[config.mk]
export PLATFORM = sky130hd
export DESIGN_NAME = dataflow_firing_scheduler_flat
export DESIGN_NICKNAME = d
export VERILOG_FILES = /design/src/hw/rtl/dfs_pkg.sv /design/src/hw/rtl/dfs_if.sv /design/src/hw/rtl/dfs_edge_mem.sv /design/src/hw/rtl/dfs_cnt_ram.sv /design/src/hw/rtl/dfs_edge_alu.sv /design/src/hw/rtl/dataflow_firing_scheduler.sv /design/src/flat_wrapper.sv
export SDC_FILE = /design/constraint.sdc
export NUM_CORES = 1
export LEC_CHECK = 0
export ABC_AREA = 1
export BUFFER_PORTS_ARGS = -buffer_cell sky130_fd_sc_hd__buf_2
export CELL_PAD_IN_SITES_DETAIL_PLACEMENT = 1
export CELL_PAD_IN_SITES_GLOBAL_PLACEMENT = 2
export CORE_MARGIN = 2
export CORE_UTILIZATION = 42
export CTS_BUF_LIST = sky130_fd_sc_hd__clkbuf_8
export CTS_CLUSTER_DIAMETER = 60
export DETAILED_ROUTE_END_ITERATION = 12
export HOLD_SLACK_MARGIN = 0.03
export MAX_ROUTING_LAYER = met4
export PLACE_DENSITY_LB_ADDON = 0.25
export SLEW_MARGIN = 20
export SYNTH_ARGS = -nofsm -noshare
export SYNTH_HDL_FRONTEND = slang
export SYNTH_SLANG_ARGS = --single-unit
[constraint.sdc]
create_clock -name clock -period 8.2 [get_ports clock]
set_input_delay 1.23 -clock clock [delete_from_list [all_inputs] [get_ports clock]]
set_output_delay 1.23 -clock clock [all_outputs]
set_load 0.02 [all_outputs]
[src/hw/rtl/dfs_pkg.sv]
`timescale 1ns / 1ps
// ----------------------------------------------------------------------------
// dfs_pkg
// Field widths, codes and shared types of the dataflow firing scheduler.
// ----------------------------------------------------------------------------
package dfs_pkg;

   localparam int ACTION_W   = 2;
   localparam int EIDX_W     = 4;
   localparam int ACTOR_W    = 3;
   localparam int RATE_IN_W  = 8;
   localparam int TOKEN_W    = 10;
   localparam int REPEAT_W   = 8;
   localparam int STATUS_W   = 3;
   localparam int CAP_W      = 11;
   localparam int EDGES_W    = 5;
   localparam int ACTORS_W   = 4;
   localparam int CSR_IDX_W  = 2;
   localparam int CSR_DATA_W = 11;

   localparam logic [TOKEN_W-1:0] TOKEN_MAX    = 10'd1023;
   localparam logic [CAP_W-1:0]   CAP_LIMIT    = 11'd1024;
   localparam logic [CAP_W-1:0]   CAP_RESET    = 11'd16;
   localparam logic [EDGES_W-1:0] EDGES_RESET  = 5'd0;
   localparam logic [ACTORS_W-1:0] ACTORS_RESET = 4'd1;

   localparam logic [ACTION_W-1:0] ACTION_WRITE_EDGE   = 2'd0;
   localparam logic [ACTION_W-1:0] ACTION_WRITE_REPEAT = 2'd1;
   localparam logic [ACTION_W-1:0] ACTION_RESTART      = 2'd2;
   localparam logic [ACTION_W-1:0] ACTION_STEP         = 2'd3;

   localparam logic [STATUS_W-1:0] STATUS_ACCEPTED  = 3'd0;
   localparam logic [STATUS_W-1:0] STATUS_FIRED     = 3'd1;
   localparam logic [STATUS_W-1:0] STATUS_ITER_DONE = 3'd2;
   localparam logic [STATUS_W-1:0] STATUS_BLOCKED   = 3'd3;
   localparam logic [STATUS_W-1:0] STATUS_OVERFLOW  = 3'd4;

   localparam logic [CSR_IDX_W-1:0] CSR_FIFO_CAPACITY = 2'd0;
   localparam logic [CSR_IDX_W-1:0] CSR_EDGES_IN_USE  = 2'd1;
   localparam logic [CSR_IDX_W-1:0] CSR_ACTORS_IN_USE = 2'd2;

   // Result of evaluating one edge against the actor under test
   typedef struct packed {
      logic               blocked;
      logic               over;
      logic [TOKEN_W-1:0] new_count;
   } edge_eval_type;

endpackage

[src/hw/rtl/dfs_if.sv]
`timescale 1ns / 1ps
// ----------------------------------------------------------------------------
// dfs_if
// Handshake channels of the scheduler: request, response and register write.
// ----------------------------------------------------------------------------
interface dfs_req_if;
   import dfs_pkg::*;
   logic                 valid;
   logic                 ready;
   logic [ACTION_W-1:0]  action;
   logic [EIDX_W-1:0]    edge_index;
   logic [ACTOR_W-1:0]   edge_source;
   logic [ACTOR_W-1:0]   edge_target;
   logic [RATE_IN_W-1:0] produce_rate;
   logic [RATE_IN_W-1:0] consume_rate;
   logic [TOKEN_W-1:0]   initial_tokens;
   logic [ACTOR_W-1:0]   actor_index;
   logic [REPEAT_W-1:0]  repeat_count;

   modport source (output valid, action, edge_index, edge_source, edge_target,
                   produce_rate, consume_rate, initial_tokens, actor_index,
                   repeat_count, input ready);
   modport sink   (input valid, action, edge_index, edge_source, edge_target,
                   produce_rate, consume_rate, initial_tokens, actor_index,
                   repeat_count, output ready);
endinterface

interface dfs_rsp_if;
   import dfs_pkg::*;
   logic                valid;
   logic                ready;
   logic [STATUS_W-1:0] status;
   logic [ACTOR_W-1:0]  fired_actor;
   logic [REPEAT_W-1:0] firings_left;

   modport source (output valid, status, fired_actor, firings_left, input ready);
   modport sink   (input valid, status, fired_actor, firings_left, output ready);
endinterface

interface dfs_csr_if;
   import dfs_pkg::*;
   logic                  valid;
   logic                  ready;
   logic [CSR_IDX_W-1:0]  index;
   logic [CSR_DATA_W-1:0] data;

   modport source (output valid, index, data, input ready);
   modport sink   (input valid, index, data, output ready);
endinterface

[src/hw/rtl/dfs_edge_mem.sv]
`timescale 1ns / 1ps
// ----------------------------------------------------------------------------
// dfs_edge_mem
// Edge table: endpoints, rates and token count, one registered read port.
// ----------------------------------------------------------------------------
module dfs_edge_mem #(
   parameter int DEPTH     = 16,
   parameter int ADDR_W    = 4,
   parameter int RATE_BITS = 8
) (
   input  logic                        clock,
   input  logic                        wr_en,
   input  logic [ADDR_W-1:0]           wr_addr,
   input  logic [dfs_pkg::ACTOR_W-1:0] wr_src,
   input  logic [dfs_pkg::ACTOR_W-1:0] wr_dst,
   input  logic [RATE_BITS-1:0]        wr_push,
   input  logic [RATE_BITS-1:0]        wr_pop,
   input  logic                        cnt_wr_en,
   input  logic [ADDR_W-1:0]           cnt_wr_addr,
   input  logic [dfs_pkg::TOKEN_W-1:0] cnt_wr_data,
   input  logic [ADDR_W-1:0]           rd_addr,
   output logic [dfs_pkg::ACTOR_W-1:0] rd_src,
   output logic [dfs_pkg::ACTOR_W-1:0] rd_dst,
   output logic [RATE_BITS-1:0]        rd_push,
   output logic [RATE_BITS-1:0]        rd_pop,
   output logic [dfs_pkg::TOKEN_W-1:0] rd_count
);
   import dfs_pkg::*;

   logic [ACTOR_W-1:0]   src_mem   [DEPTH];
   logic [ACTOR_W-1:0]   dst_mem   [DEPTH];
   logic [RATE_BITS-1:0] push_mem  [DEPTH];
   logic [RATE_BITS-1:0] pop_mem   [DEPTH];
   logic [TOKEN_W-1:0]   count_mem [DEPTH];

   always_ff @(posedge clock) begin
      if (wr_en) begin
         src_mem[wr_addr]  <= wr_src;
         dst_mem[wr_addr]  <= wr_dst;
         push_mem[wr_addr] <= wr_push;
         pop_mem[wr_addr]  <= wr_pop;
      end
      if (cnt_wr_en) begin
         count_mem[cnt_wr_addr] <= cnt_wr_data;
      end
      rd_src   <= src_mem[rd_addr];
      rd_dst   <= dst_mem[rd_addr];
      rd_push  <= push_mem[rd_addr];
      rd_pop   <= pop_mem[rd_addr];
      rd_count <= count_mem[rd_addr];
   end

endmodule

[src/hw/rtl/dfs_cnt_ram.sv]
`timescale 1ns / 1ps
// ----------------------------------------------------------------------------
// dfs_cnt_ram
// Per-actor firing count store; entries never written read as zero.
// ----------------------------------------------------------------------------
module dfs_cnt_ram #(
   parameter int DEPTH  = 8,
   parameter int ADDR_W = 3
) (
   input  logic                         clock,
   input  logic                         reset,
   input  logic                         wr_en,
   input  logic [ADDR_W-1:0]            wr_addr,
   input  logic [dfs_pkg::REPEAT_W-1:0] wr_data,
   input  logic [ADDR_W-1:0]            rd_addr,
   output logic [dfs_pkg::REPEAT_W-1:0] rd_data
);
   import dfs_pkg::*;

   logic [REPEAT_W-1:0] mem [DEPTH];
   logic [DEPTH-1:0]    valid_ff;
   logic [REPEAT_W-1:0] rd_data_ff;

   always_ff @(posedge clock) begin
      if (wr_en) begin
         mem[wr_addr] <= wr_data;
      end
      rd_data_ff <= valid_ff[rd_addr] ? mem[rd_addr] : '0;
   end

   always_ff @(posedge clock) begin
      if (reset) begin
         valid_ff <= '0;
      end else if (wr_en) begin
         valid_ff[wr_addr] <= 1'b1;
      end
   end

   assign rd_data = rd_data_ff;

endmodule

[src/hw/rtl/dfs_edge_alu.sv]
`timescale 1ns / 1ps
// ----------------------------------------------------------------------------
// dfs_edge_alu
// Shared edge unit: token check for readiness and count update for a firing.
// ----------------------------------------------------------------------------
module dfs_edge_alu #(
   parameter int ACT_W     = 3,
   parameter int RATE_BITS = 8
) (
   input  logic [ACT_W-1:0]            actor,
   input  logic [dfs_pkg::ACTOR_W-1:0] src,
   input  logic [dfs_pkg::ACTOR_W-1:0] dst,
   input  logic [RATE_BITS-1:0]        push,
   input  logic [RATE_BITS-1:0]        pop,
   input  logic [dfs_pkg::TOKEN_W-1:0] count,
   input  logic [dfs_pkg::CAP_W-1:0]   cap,
   output dfs_pkg::edge_eval_type      eval
);
   import dfs_pkg::*;

   localparam int AW    = (ACT_W > ACTOR_W) ? ACT_W : ACTOR_W;
   localparam int NW    = (RATE_BITS > TOKEN_W) ? RATE_BITS : TOKEN_W;
   localparam int SUM_W = NW + 1;

   logic             src_hit;
   logic             dst_hit;
   logic [SUM_W-1:0] count_w;
   logic [SUM_W-1:0] pop_w;
   logic [SUM_W-1:0] after_pop;
   logic [SUM_W-1:0] after_push;

   assign src_hit = AW'(src) == AW'(actor);
   assign dst_hit = AW'(dst) == AW'(actor);
   assign count_w = SUM_W'(count);
   assign pop_w   = SUM_W'(pop);

   // pop never exceeds count when the actor fires, so no wrap here
   assign after_pop  = dst_hit ? count_w - pop_w : count_w;
   assign after_push = src_hit ? after_pop + SUM_W'(push) : after_pop;

   always_comb begin
      eval.blocked = dst_hit && (pop_w > count_w);
      eval.over    = src_hit && (after_push >= SUM_W'(cap));
      if (after_push > SUM_W'(TOKEN_MAX)) begin
         eval.new_count = TOKEN_MAX;
      end else begin
         eval.new_count = after_push[TOKEN_W-1:0];
      end
   end

endmodule

[src/hw/rtl/dataflow_firing_scheduler.sv]
`timescale 1ns / 1ps
// ----------------------------------------------------------------------------
// dataflow_firing_scheduler
// Token-count scheduler for a synchronous dataflow graph, one actor a step.
// ----------------------------------------------------------------------------
// Usage: each request item on req_bus is an edge write, a repeat-count write,
// a restart or a step; each gives exactly one response item on rsp_bus
// (status, fired actor, firings left). csr_bus writes capacity, edges in use
// and actors in use; it is always ready. The user must see that it is written
// only while idle; the block does not enforce this. Timing: one item at a
// time; req_bus.ready is high only in the idle state. Writes and halted
// answers go from idle through ST_DONE to the output register. A restart
// copies the repeat counts of all MAX_ACTORS entries one actor at a time, a
// read and a write state each. A step runs a check pass and then a firing
// pass over the edges in use; every edge pass runs through the single edge
// memory read port and the shared edge unit, a read and an evaluate state per
// edge. Reset clears the halt flag and the repeat counts and resets the csr
// registers; the edge table is undefined until written. A stalled response
// holds in the output register while the next item is worked; the new result
// then waits until the register is free.
// ----------------------------------------------------------------------------
module dataflow_firing_scheduler #(
   parameter int MAX_ACTORS = 8,
   parameter int MAX_EDGES  = 16,
   parameter int RATE_BITS  = 8
) (
   input logic       clock,
   input logic       reset,
   dfs_req_if.sink   req_bus,
   dfs_rsp_if.source rsp_bus,
   dfs_csr_if.sink   csr_bus
);
   import dfs_pkg::*;

   localparam int ACT_W  = (MAX_ACTORS > 1) ? $clog2(MAX_ACTORS) : 1;
   localparam int EDGE_W = (MAX_EDGES > 1) ? $clog2(MAX_EDGES) : 1;
   localparam int ACNT_W = $clog2(MAX_ACTORS + 1);
   localparam int ECNT_W = $clog2(MAX_EDGES + 1);
   localparam int AIW    = (ACT_W > ACTOR_W) ? ACT_W : ACTOR_W;
   localparam int EIW    = (EDGE_W > EIDX_W) ? EDGE_W : EIDX_W;

   typedef enum logic [10:0] {
      ST_IDLE      = 11'b000_0000_0001,
      ST_RST_RD    = 11'b000_0000_0010,
      ST_RST_WR    = 11'b000_0000_0100,
      ST_ACT_RD    = 11'b000_0000_1000,
      ST_ACT_CHK   = 11'b000_0001_0000,
      ST_CHK_RD    = 11'b000_0010_0000,
      ST_CHK_EVAL  = 11'b000_0100_0000,
      ST_FIRE_RD   = 11'b000_1000_0000,
      ST_FIRE_EVAL = 11'b001_0000_0000,
      ST_FIRE_DONE = 11'b010_0000_0000,
      ST_DONE      = 11'b100_0000_0000
   } state_type;

   state_type           state_ff, state_in;
   logic [ACT_W-1:0]    a_ff, a_in;
   logic [EDGE_W-1:0]   e_ff, e_in;
   logic                pending_ff, pending_in;
   logic                over_ff, over_in;
   logic [REPEAT_W-1:0] left_ff, left_in;
   logic                halted_ff, halted_in;
   logic [STATUS_W-1:0] res_status_ff, res_status_in;
   logic [ACTOR_W-1:0]  res_actor_ff, res_actor_in;
   logic [REPEAT_W-1:0] res_left_ff, res_left_in;
   logic [CAP_W-1:0]    cap_ff;
   logic [EDGES_W-1:0]  edges_ff;
   logic [ACTORS_W-1:0] actors_ff;
   logic                out_valid_ff;
   logic [STATUS_W-1:0] out_status_ff;
   logic [ACTOR_W-1:0]  out_actor_ff;
   logic [REPEAT_W-1:0] out_left_ff;

   logic [CAP_W-1:0]    cap_now;
   logic [ECNT_W-1:0]   edges_now;
   logic [ACNT_W-1:0]   actors_now;
   logic                last_actor;
   logic                last_edge;
   logic                req_fire;
   logic                out_free;
   logic [AIW-1:0]      a_ext;
   logic [AIW-1:0]      aidx_ext;
   logic [EIW-1:0]      eidx_ext;

   logic                edge_wr_en;
   logic                cnt_wr_en;
   logic [EDGE_W-1:0]   cnt_wr_addr;
   logic [TOKEN_W-1:0]  cnt_wr_data;
   logic [ACTOR_W-1:0]  rd_src;
   logic [ACTOR_W-1:0]  rd_dst;
   logic [RATE_BITS-1:0] rd_push;
   logic [RATE_BITS-1:0] rd_pop;
   logic [TOKEN_W-1:0]  rd_count;
   edge_eval_type       eval;

   logic                tgt_wr_en;
   logic [REPEAT_W-1:0] tgt_rd_data;
   logic                left_wr_en;
   logic [REPEAT_W-1:0] left_wr_data;
   logic [REPEAT_W-1:0] left_rd_data;

   // Saturate the register values to what the hardware holds
   assign cap_now    = (cap_ff > CAP_LIMIT) ? CAP_LIMIT : cap_ff;
   assign edges_now  = (32'(edges_ff) > MAX_EDGES) ? ECNT_W'(MAX_EDGES) : ECNT_W'(edges_ff);
   assign actors_now = (32'(actors_ff) > MAX_ACTORS) ? ACNT_W'(MAX_ACTORS)
                                                     : ACNT_W'(actors_ff);
   assign last_actor = ACNT_W'(a_ff) == actors_now - ACNT_W'(1);
   assign last_edge  = ECNT_W'(e_ff) == edges_now - ECNT_W'(1);

   assign req_bus.ready = (state_ff == ST_IDLE);
   assign req_fire      = req_bus.valid && req_bus.ready;
   assign out_free      = !out_valid_ff || rsp_bus.ready;
   assign csr_bus.ready = 1'b1;

   assign a_ext    = AIW'(a_ff);
   assign aidx_ext = AIW'(req_bus.actor_index);
   assign eidx_ext = EIW'(req_bus.edge_index);

   assign edge_wr_en = req_fire && !halted_ff && (req_bus.action == ACTION_WRITE_EDGE)
                       && (32'(req_bus.edge_index) < MAX_EDGES);
   assign cnt_wr_en   = edge_wr_en || (state_ff == ST_FIRE_EVAL);
   assign cnt_wr_addr = edge_wr_en ? eidx_ext[EDGE_W-1:0] : e_ff;
   assign cnt_wr_data = edge_wr_en ? req_bus.initial_tokens : eval.new_count;

   assign tgt_wr_en = req_fire && !halted_ff && (req_bus.action == ACTION_WRITE_REPEAT)
                      && (32'(req_bus.actor_index) < MAX_ACTORS);
   assign left_wr_en   = (state_ff == ST_RST_WR) || (state_ff == ST_FIRE_DONE);
   assign left_wr_data = (state_ff == ST_RST_WR) ? tgt_rd_data : left_ff - REPEAT_W'(1);

   dfs_edge_mem #(
      .DEPTH     (MAX_EDGES),
      .ADDR_W    (EDGE_W),
      .RATE_BITS (RATE_BITS)
   ) u_edge_mem (
      .clock       (clock),
      .wr_en       (edge_wr_en),
      .wr_addr     (eidx_ext[EDGE_W-1:0]),
      .wr_src      (req_bus.edge_source),
      .wr_dst      (req_bus.edge_target),
      .wr_push     (RATE_BITS'(req_bus.produce_rate)),
      .wr_pop      (RATE_BITS'(req_bus.consume_rate)),
      .cnt_wr_en   (cnt_wr_en),
      .cnt_wr_addr (cnt_wr_addr),
      .cnt_wr_data (cnt_wr_data),
      .rd_addr     (e_ff),
      .rd_src      (rd_src),
      .rd_dst      (rd_dst),
      .rd_push     (rd_push),
      .rd_pop      (rd_pop),
      .rd_count    (rd_count)
   );

   dfs_edge_alu #(
      .ACT_W     (ACT_W),
      .RATE_BITS (RATE_BITS)
   ) u_edge_alu (
      .actor (a_ff),
      .src   (rd_src),
      .dst   (rd_dst),
      .push  (rd_push),
      .pop   (rd_pop),
      .count (rd_count),
      .cap   (cap_now),
      .eval  (eval)
   );

   dfs_cnt_ram #(
      .DEPTH  (MAX_ACTORS),
      .ADDR_W (ACT_W)
   ) u_target_ram (
      .clock   (clock),
      .reset   (reset),
      .wr_en   (tgt_wr_en),
      .wr_addr (aidx_ext[ACT_W-1:0]),
      .wr_data (req_bus.repeat_count),
      .rd_addr (a_ff),
      .rd_data (tgt_rd_data)
   );

   dfs_cnt_ram #(
      .DEPTH  (MAX_ACTORS),
      .ADDR_W (ACT_W)
   ) u_left_ram (
      .clock   (clock),
      .reset   (reset),
      .wr_en   (left_wr_en),
      .wr_addr (a_ff),
      .wr_data (left_wr_data),
      .rd_addr (a_ff),
      .rd_data (left_rd_data)
   );

   always_comb begin
      state_in      = state_ff;
      a_in          = a_ff;
      e_in          = e_ff;
      pending_in    = pending_ff;
      over_in       = over_ff;
      left_in       = left_ff;
      halted_in     = halted_ff;
      res_status_in = res_status_ff;
      res_actor_in  = res_actor_ff;
      res_left_in   = res_left_ff;

      case (state_ff)
         ST_IDLE: begin
            if (req_fire) begin
               res_status_in = STATUS_ACCEPTED;
               res_actor_in  = '0;
               res_left_in   = '0;
               a_in          = '0;
               e_in          = '0;
               pending_in    = 1'b0;
               over_in       = 1'b0;
               state_in      = ST_DONE;
               if (halted_ff) begin
                  res_status_in = STATUS_OVERFLOW;
               end else begin
                  case (req_bus.action)
                     ACTION_WRITE_EDGE: begin
                        if (edge_wr_en && (CAP_W'(req_bus.initial_tokens) >= cap_now)) begin
                           halted_in     = 1'b1;
                           res_status_in = STATUS_OVERFLOW;
                        end
                     end
                     ACTION_WRITE_REPEAT: begin
                        state_in = ST_DONE;
                     end
                     ACTION_RESTART: begin
                        state_in = ST_RST_RD;
                     end
                     default: begin
                        if (actors_now == '0) begin
                           res_status_in = STATUS_ITER_DONE;
                        end else begin
                           state_in = ST_ACT_RD;
                        end
                     end
                  endcase
               end
            end
         end
         ST_RST_RD: begin
            state_in = ST_RST_WR;
         end
         ST_RST_WR: begin
            // copy one target count into the remaining-firings store
            if (a_ff == ACT_W'(MAX_ACTORS - 1)) begin
               state_in = ST_DONE;
            end else begin
               a_in     = a_ff + ACT_W'(1);
               state_in = ST_RST_RD;
            end
         end
         ST_ACT_RD: begin
            state_in = ST_ACT_CHK;
         end
         ST_ACT_CHK: begin
            left_in = left_rd_data;
            e_in    = '0;
            if (left_rd_data == '0) begin
               if (last_actor) begin
                  res_status_in = pending_ff ? STATUS_BLOCKED : STATUS_ITER_DONE;
                  state_in      = ST_DONE;
               end else begin
                  a_in     = a_ff + ACT_W'(1);
                  state_in = ST_ACT_RD;
               end
            end else begin
               pending_in = 1'b1;
               state_in   = (edges_now == '0) ? ST_FIRE_DONE : ST_CHK_RD;
            end
         end
         ST_CHK_RD: begin
            state_in = ST_CHK_EVAL;
         end
         ST_CHK_EVAL: begin
            if (eval.blocked) begin
               // drop this actor and try the next one
               if (last_actor) begin
                  res_status_in = STATUS_BLOCKED;
                  state_in      = ST_DONE;
               end else begin
                  a_in     = a_ff + ACT_W'(1);
                  state_in = ST_ACT_RD;
               end
            end else if (last_edge) begin
               e_in     = '0;
               state_in = ST_FIRE_RD;
            end else begin
               e_in     = e_ff + EDGE_W'(1);
               state_in = ST_CHK_RD;
            end
         end
         ST_FIRE_RD: begin
            state_in = ST_FIRE_EVAL;
         end
         ST_FIRE_EVAL: begin
            over_in = over_ff || eval.over;
            if (last_edge) begin
               state_in = ST_FIRE_DONE;
            end else begin
               e_in     = e_ff + EDGE_W'(1);
               state_in = ST_FIRE_RD;
            end
         end
         ST_FIRE_DONE: begin
            res_status_in = over_ff ? STATUS_OVERFLOW : STATUS_FIRED;
            res_actor_in  = a_ext[ACTOR_W-1:0];
            res_left_in   = left_ff - REPEAT_W'(1);
            if (over_ff) begin
               halted_in = 1'b1;
            end
            state_in = ST_DONE;
         end
         ST_DONE: begin
            if (out_free) begin
               state_in = ST_IDLE;
            end
         end
         default: begin
            state_in = ST_IDLE;
         end
      endcase
   end

   always_ff @(posedge clock) begin
      if (reset) begin
         state_ff   <= ST_IDLE;
         halted_ff  <= 1'b0;
         pending_ff <= 1'b0;
         over_ff    <= 1'b0;
         a_ff       <= '0;
         e_ff       <= '0;
      end else begin
         state_ff   <= state_in;
         halted_ff  <= halted_in;
         pending_ff <= pending_in;
         over_ff    <= over_in;
         a_ff       <= a_in;
         e_ff       <= e_in;
      end
   end

   always_ff @(posedge clock) begin
      left_ff       <= left_in;
      res_status_ff <= res_status_in;
      res_actor_ff  <= res_actor_in;
      res_left_ff   <= res_left_in;
   end

   always_ff @(posedge clock) begin
      if (reset) begin
         cap_ff    <= CAP_RESET;
         edges_ff  <= EDGES_RESET;
         actors_ff <= ACTORS_RESET;
      end else if (csr_bus.valid && csr_bus.ready) begin
         case (csr_bus.index)
            CSR_FIFO_CAPACITY: cap_ff    <= csr_bus.data;
            CSR_EDGES_IN_USE:  edges_ff  <= csr_bus.data[EDGES_W-1:0];
            CSR_ACTORS_IN_USE: actors_ff <= csr_bus.data[ACTORS_W-1:0];
            default: begin
            end
         endcase
      end
   end

   // Output register: load the finished result once the previous item is taken
   always_ff @(posedge clock) begin
      if (reset) begin
         out_valid_ff <= 1'b0;
      end else if ((state_ff == ST_DONE) && out_free) begin
         out_valid_ff <= 1'b1;
      end else if (rsp_bus.ready) begin
         out_valid_ff <= 1'b0;
      end
   end

   always_ff @(posedge clock) begin
      if ((state_ff == ST_DONE) && out_free) begin
         out_status_ff <= res_status_ff;
         out_actor_ff  <= res_actor_ff;
         out_left_ff   <= res_left_ff;
      end
   end

   assign rsp_bus.valid        = out_valid_ff;
   assign rsp_bus.status       = out_status_ff;
   assign rsp_bus.fired_actor  = out_actor_ff;
   assign rsp_bus.firings_left = out_left_ff;

endmodule

[src/flat_wrapper.sv]
// flat-port wrapper written by rule: the top's interface ports become plain ports
module dataflow_firing_scheduler_flat import dfs_pkg::*;
#(
   parameter int MAX_ACTORS = 8,
   parameter int MAX_EDGES  = 16,
   parameter int RATE_BITS  = 8
)
  (clock, reset, req_bus_valid, req_bus_action, req_bus_edge_index, req_bus_edge_source, req_bus_edge_target, req_bus_produce_rate, req_bus_consume_rate, req_bus_initial_tokens, req_bus_actor_index, req_bus_repeat_count, req_bus_ready, rsp_bus_valid, rsp_bus_status, rsp_bus_fired_actor, rsp_bus_firings_left, rsp_bus_ready, csr_bus_valid, csr_bus_index, csr_bus_data, csr_bus_ready);
  dfs_req_if req_bus_i ();
  dfs_rsp_if rsp_bus_i ();
  dfs_csr_if csr_bus_i ();
  input logic clock;
  input logic reset;
  input wire logic [$bits(req_bus_i.valid)-1:0] req_bus_valid;
  input wire logic [$bits(req_bus_i.action)-1:0] req_bus_action;
  input wire logic [$bits(req_bus_i.edge_index)-1:0] req_bus_edge_index;
  input wire logic [$bits(req_bus_i.edge_source)-1:0] req_bus_edge_source;
  input wire logic [$bits(req_bus_i.edge_target)-1:0] req_bus_edge_target;
  input wire logic [$bits(req_bus_i.produce_rate)-1:0] req_bus_produce_rate;
  input wire logic [$bits(req_bus_i.consume_rate)-1:0] req_bus_consume_rate;
  input wire logic [$bits(req_bus_i.initial_tokens)-1:0] req_bus_initial_tokens;
  input wire logic [$bits(req_bus_i.actor_index)-1:0] req_bus_actor_index;
  input wire logic [$bits(req_bus_i.repeat_count)-1:0] req_bus_repeat_count;
  output wire logic [$bits(req_bus_i.ready)-1:0] req_bus_ready;
  output wire logic [$bits(rsp_bus_i.valid)-1:0] rsp_bus_valid;
  output wire logic [$bits(rsp_bus_i.status)-1:0] rsp_bus_status;
  output wire logic [$bits(rsp_bus_i.fired_actor)-1:0] rsp_bus_fired_actor;
  output wire logic [$bits(rsp_bus_i.firings_left)-1:0] rsp_bus_firings_left;
  input wire logic [$bits(rsp_bus_i.ready)-1:0] rsp_bus_ready;
  input wire logic [$bits(csr_bus_i.valid)-1:0] csr_bus_valid;
  input wire logic [$bits(csr_bus_i.index)-1:0] csr_bus_index;
  input wire logic [$bits(csr_bus_i.data)-1:0] csr_bus_data;
  output wire logic [$bits(csr_bus_i.ready)-1:0] csr_bus_ready;
  assign req_bus_i.valid = req_bus_valid;
  assign req_bus_i.action = req_bus_action;
  assign req_bus_i.edge_index = req_bus_edge_index;
  assign req_bus_i.edge_source = req_bus_edge_source;
  assign req_bus_i.edge_target = req_bus_edge_target;
  assign req_bus_i.produce_rate = req_bus_produce_rate;
  assign req_bus_i.consume_rate = req_bus_consume_rate;
  assign req_bus_i.initial_tokens = req_bus_initial_tokens;
  assign req_bus_i.actor_index = req_bus_actor_index;
  assign req_bus_i.repeat_count = req_bus_repeat_count;
  assign req_bus_ready = req_bus_i.ready;
  assign rsp_bus_valid = rsp_bus_i.valid;
  assign rsp_bus_status = rsp_bus_i.status;
  assign rsp_bus_fired_actor = rsp_bus_i.fired_actor;
  assign rsp_bus_firings_left = rsp_bus_i.firings_left;
  assign rsp_bus_i.ready = rsp_bus_ready;
  assign csr_bus_i.valid = csr_bus_valid;
  assign csr_bus_i.index = csr_bus_index;
  assign csr_bus_i.data = csr_bus_data;
  assign csr_bus_ready = csr_bus_i.ready;
  dataflow_firing_scheduler #(.MAX_ACTORS(MAX_ACTORS), .MAX_EDGES(MAX_EDGES), .RATE_BITS(RATE_BITS)) u_core (.clock(clock), .reset(reset), .req_bus(req_bus_i), .rsp_bus(rsp_bus_i), .csr_bus(csr_bus_i));
endmodule
==> summary.md <==
| Metric | Value |
|---|---|
| EDFF count, synth | `676` |
| Die width | `279 µm` |
| Post-synthesis sequential area ratio | `70.3%` |
| Initial detailed-routing violation count | `1,791` |
| Worst Path Max Fanout | `16` |
| Commonest non-fill, non-tap cell in the layout | `edfxtp_1` |
| CP startpoint kind | `flip-flop` |
| Via/cell ratio | `5.56` |
| Mapped cell area | `31,900 µm²` |
| Num ports | `84` |
| Worst setup EP type | `flip-flop` |
| Cts hold-fix bufs | `0` |
| Final Hold Vio Count | `0` |
| Commonest non-fill, non-tap cells in the layout | `676 x edfxtp_1, 414 x nor2_1, 404 x nand2_1, 286 x o21ai_0, 179 x inv_1` |
| Core Util, Final | `47.5%` |
| Die area | `78,100 µm²` |
| First-pass GRT wire length | `142,000 µm` |
| Worst-path clk slew | `0.06 ns` |
| Total grt overflow | `0` |
| Post-CTS Setup Inserts | `0` |
| Fmax | `214 MHz` |
| Post-CTS Resized | `0` |
| Final ANT Viol Nets | `0` |
| TritonCTS Buffers | `137` |
| Design area | `35,900 µm²` |
| Area growth from synthesis to layout | `12.6%` |
| Syn_area_per_cell | `11.7 µm²` |
| Critical Path AT | `5.12 ns` |
| Longest Clk Path Bufs | `3` |
| Detailed Place HPWL | `56,500 µm` |
| Crit path required time | `8.64 ns` |
| Setup TNS | `0 ns` |
| Vias in the first global route | `22,800` |
| CTS root buf | `clkbuf_8` |
| Final min period | `4.68 ns` |
| Min Hold Slack | `0.417 ns` |
| Ys Warns | `0` |
| Slew Limit Fails | `0` |
| Distinct cell type count after synthesis | `54` |
| Worst path most repeated cell | `nand2_1` |
| Core area | `75,600 µm²` |
| Skew-Pair Late Insertion Delay | `0.81 ns` |
| Worst slew pin tran | `1.14 ns` |
| Largest stage delay, worst path | `0.81 ns` |
| Post-layout nets | `2,970` |
| Status | `finished clean` |
| Max IR drop VDD | `174 µV` |
| Crit path max-delay cell type | `a21oi_1` |
| Final wirelength | `95,600 µm` |
| Final setup vio count | `0` |
| Fin Clk Skew | `0.0476 ns` |
| Leak Pwr | `13.1 nW` |
| Overall power | `10.9 mW` |
| Max Cap Violations | `0` |
| CTS tree | `yes` |
| Synth Flop Type | `edfxtp_1` |
| Cell Chain, Critical Path | `nand2_1 -> nand2_1 -> nand3_1 -> o21ai_0 -> ha_1 -> inv_1 -> fa_1 -> nand3b_1 -> nand2_1 -> nand2_1 -> o21ai_0 -> nand2_1 -> nand2_1 -> nand2_1 -> nand2_1 -> o2111ai_1 -> nand2_2 -> inv_2 -> a21oi_1` |
| Cell Rows | `101` |
| Rel. slew slack | `23.7%` |
| Hold WC Path Type | `reg2reg` |
| Starting Density | `42.2%` |
| Async set-reset flop share out of synthesis | `0%` |
| Proportion of layout cells with a drive suffix above 1 | `12.8%` |
| Avg WL per Cell | `24.3 µm` |
| Setup Crit Path Kind | `reg2reg` |
| GRT Util Overall | `25.4%` |
| Initial antenna violation count | `13` |
| Via Count | `21,900` |
| Port bufs | `82` |
| Yosys reg bits | `782` |
| # clock sinks | `782` |
| Post-Place Cell Area | `33,400 µm²` |
| Largest net degree at the start of global routing | `210` |
| RSZ-0062 raised after global routing | `no` |
| H-tree depth | `4` |
| Detailed Routing Iterations Pass 1 | `5` |
| PwrDens | `305 nW/µm²` |
| Die Span Y | `279 µm` |
| GPL Wtd Cong | `0.827` |
| Final Cycle Share | `57.1%` |
| Syn nets | `2,842` |
| Cells after Synth | `2,728` |
| Drt drc | `0` |
## worst paths after layout
kind | startpoint | endpoint | slack, ns | cells past startpoint
worst max-delay path | u_core.a_ext[2] | u_core.u_edge_mem.count_mem[9][9] | 3.52 | 19
worst min-delay path | u_core.res_left_ff[0] | u_core.rsp_bus.firings_left[0] | 0.42 | 0
worst max register to register | u_core.a_ext[2] | u_core.u_edge_mem.count_mem[9][9] | 3.52 | 19
worst min register to register | u_core.res_left_ff[0] | u_core.rsp_bus.firings_left[0] | 0.42 | 0
## cells by family (layout without fill, tap and decap cells)
logic type	after synthesis	after routing	synth area share, %
and+or+nand+nor	1033	1033	13.4
DFF	782	782	70.3
AOI/OAI and AO/OA	559	559	10.2
buffers and inverters	280	508	3.41
adders and majority gates	47	47	1.89
xor gates and xnor gates	26	26	0.714
other	1	10	0.0118
## power by group
group,leakage [nW],switching (mW),total (mW),internal (mW)
Clock,1.41,1.61,3.25,1.63
Sequential,6.96,0.145,4.94,4.79
Combinational,4.71,1.98,2.75,0.776
## critical path: cells and delay by family (launching register included)
family / cells / cell delay [ns]
adders and majority gates: 2 / 0.65
buffers and inverters: 2 / 0.14
AOI/OAI and AO/OA: 4 / 1.53
DFF: 1 / 0.51
and+or+nand+nor: 11 / 1.50
## flip-flops by register name, summed over array words and instances (netlist names), 10 cells and up
register                     count
u_core.u_target_ram.mem         64
u_core.state_ff                 11
u_core.u_edge_mem.count_mem    160
u_core.u_left_ram.mem           64
u_core.u_edge_mem.push_mem     128
u_core.u_edge_mem.src_mem       48
u_core.u_edge_mem.dst_mem       48
u_core.cap_ff                   11
u_core.u_edge_mem.rd_count      10
u_core.u_edge_mem.pop_mem      128
## synthesized netlist by cell type, drive strengths merged, types with 10 or more instances
| library cell | n | area (µm²) |
|---|---|---|
| nor3 | 15 | 91.3 |
| o22ai | 46 | 288 |
| a21oi | 124 | 636 |
| o21ai | 289 | 1450 |
| nand4 | 41 | 257 |
| a221oi | 37 | 324 |
| ha | 45 | 563 |
| inv | 141 | 532 |
| nand2 | 413 | 1580 |
| clkbuf | 92 | 345 |
| xnor2 | 10 | 87.6 |
| o221ai | 27 | 236 |
| dfxtp | 106 | 2120 |
| xor2 | 16 | 140 |
| nand3 | 87 | 448 |
| edfxtp | 676 | 20300 |
| buf | 42 | 191 |
| a41oi | 16 | 140 |
| or2 | 14 | 87.6 |
| nor2 | 453 | 1760 |
## area by class of cell
type | instances | area (µm²)
diodes | 9 | 22.5
clock buffers | 144 | 1980
clock inverters | 95 | 452
flip-flops and latches | 782 | 22400
multi-input cells | 1666 | 8460
inverters | 146 | 556
fillers | 7949 | 39700
well taps | 978 | 1220
repair buffers | 123 | 763
## stage by stage
stage | setup WS, ns | instances
floorplan | 4.55 | 2728
global placement | 3.80 | 3694
detailed placement | 3.60 | 3694
CTS | 3.59 | 3933
global route | 3.06 | 3942
finish | 3.52 | 3943
## layer usage
metal  global-route usage [%]  part of all wire, %  up-vias
li1                         -                    -    10000
met5                        -                    0        -
met3                     4.61                  5.5      188
met1                     31.7                   42    11000
met4                     9.87                  3.2        0
met2                     41.2                   49      674
Power figures use the tool's default switching activity.
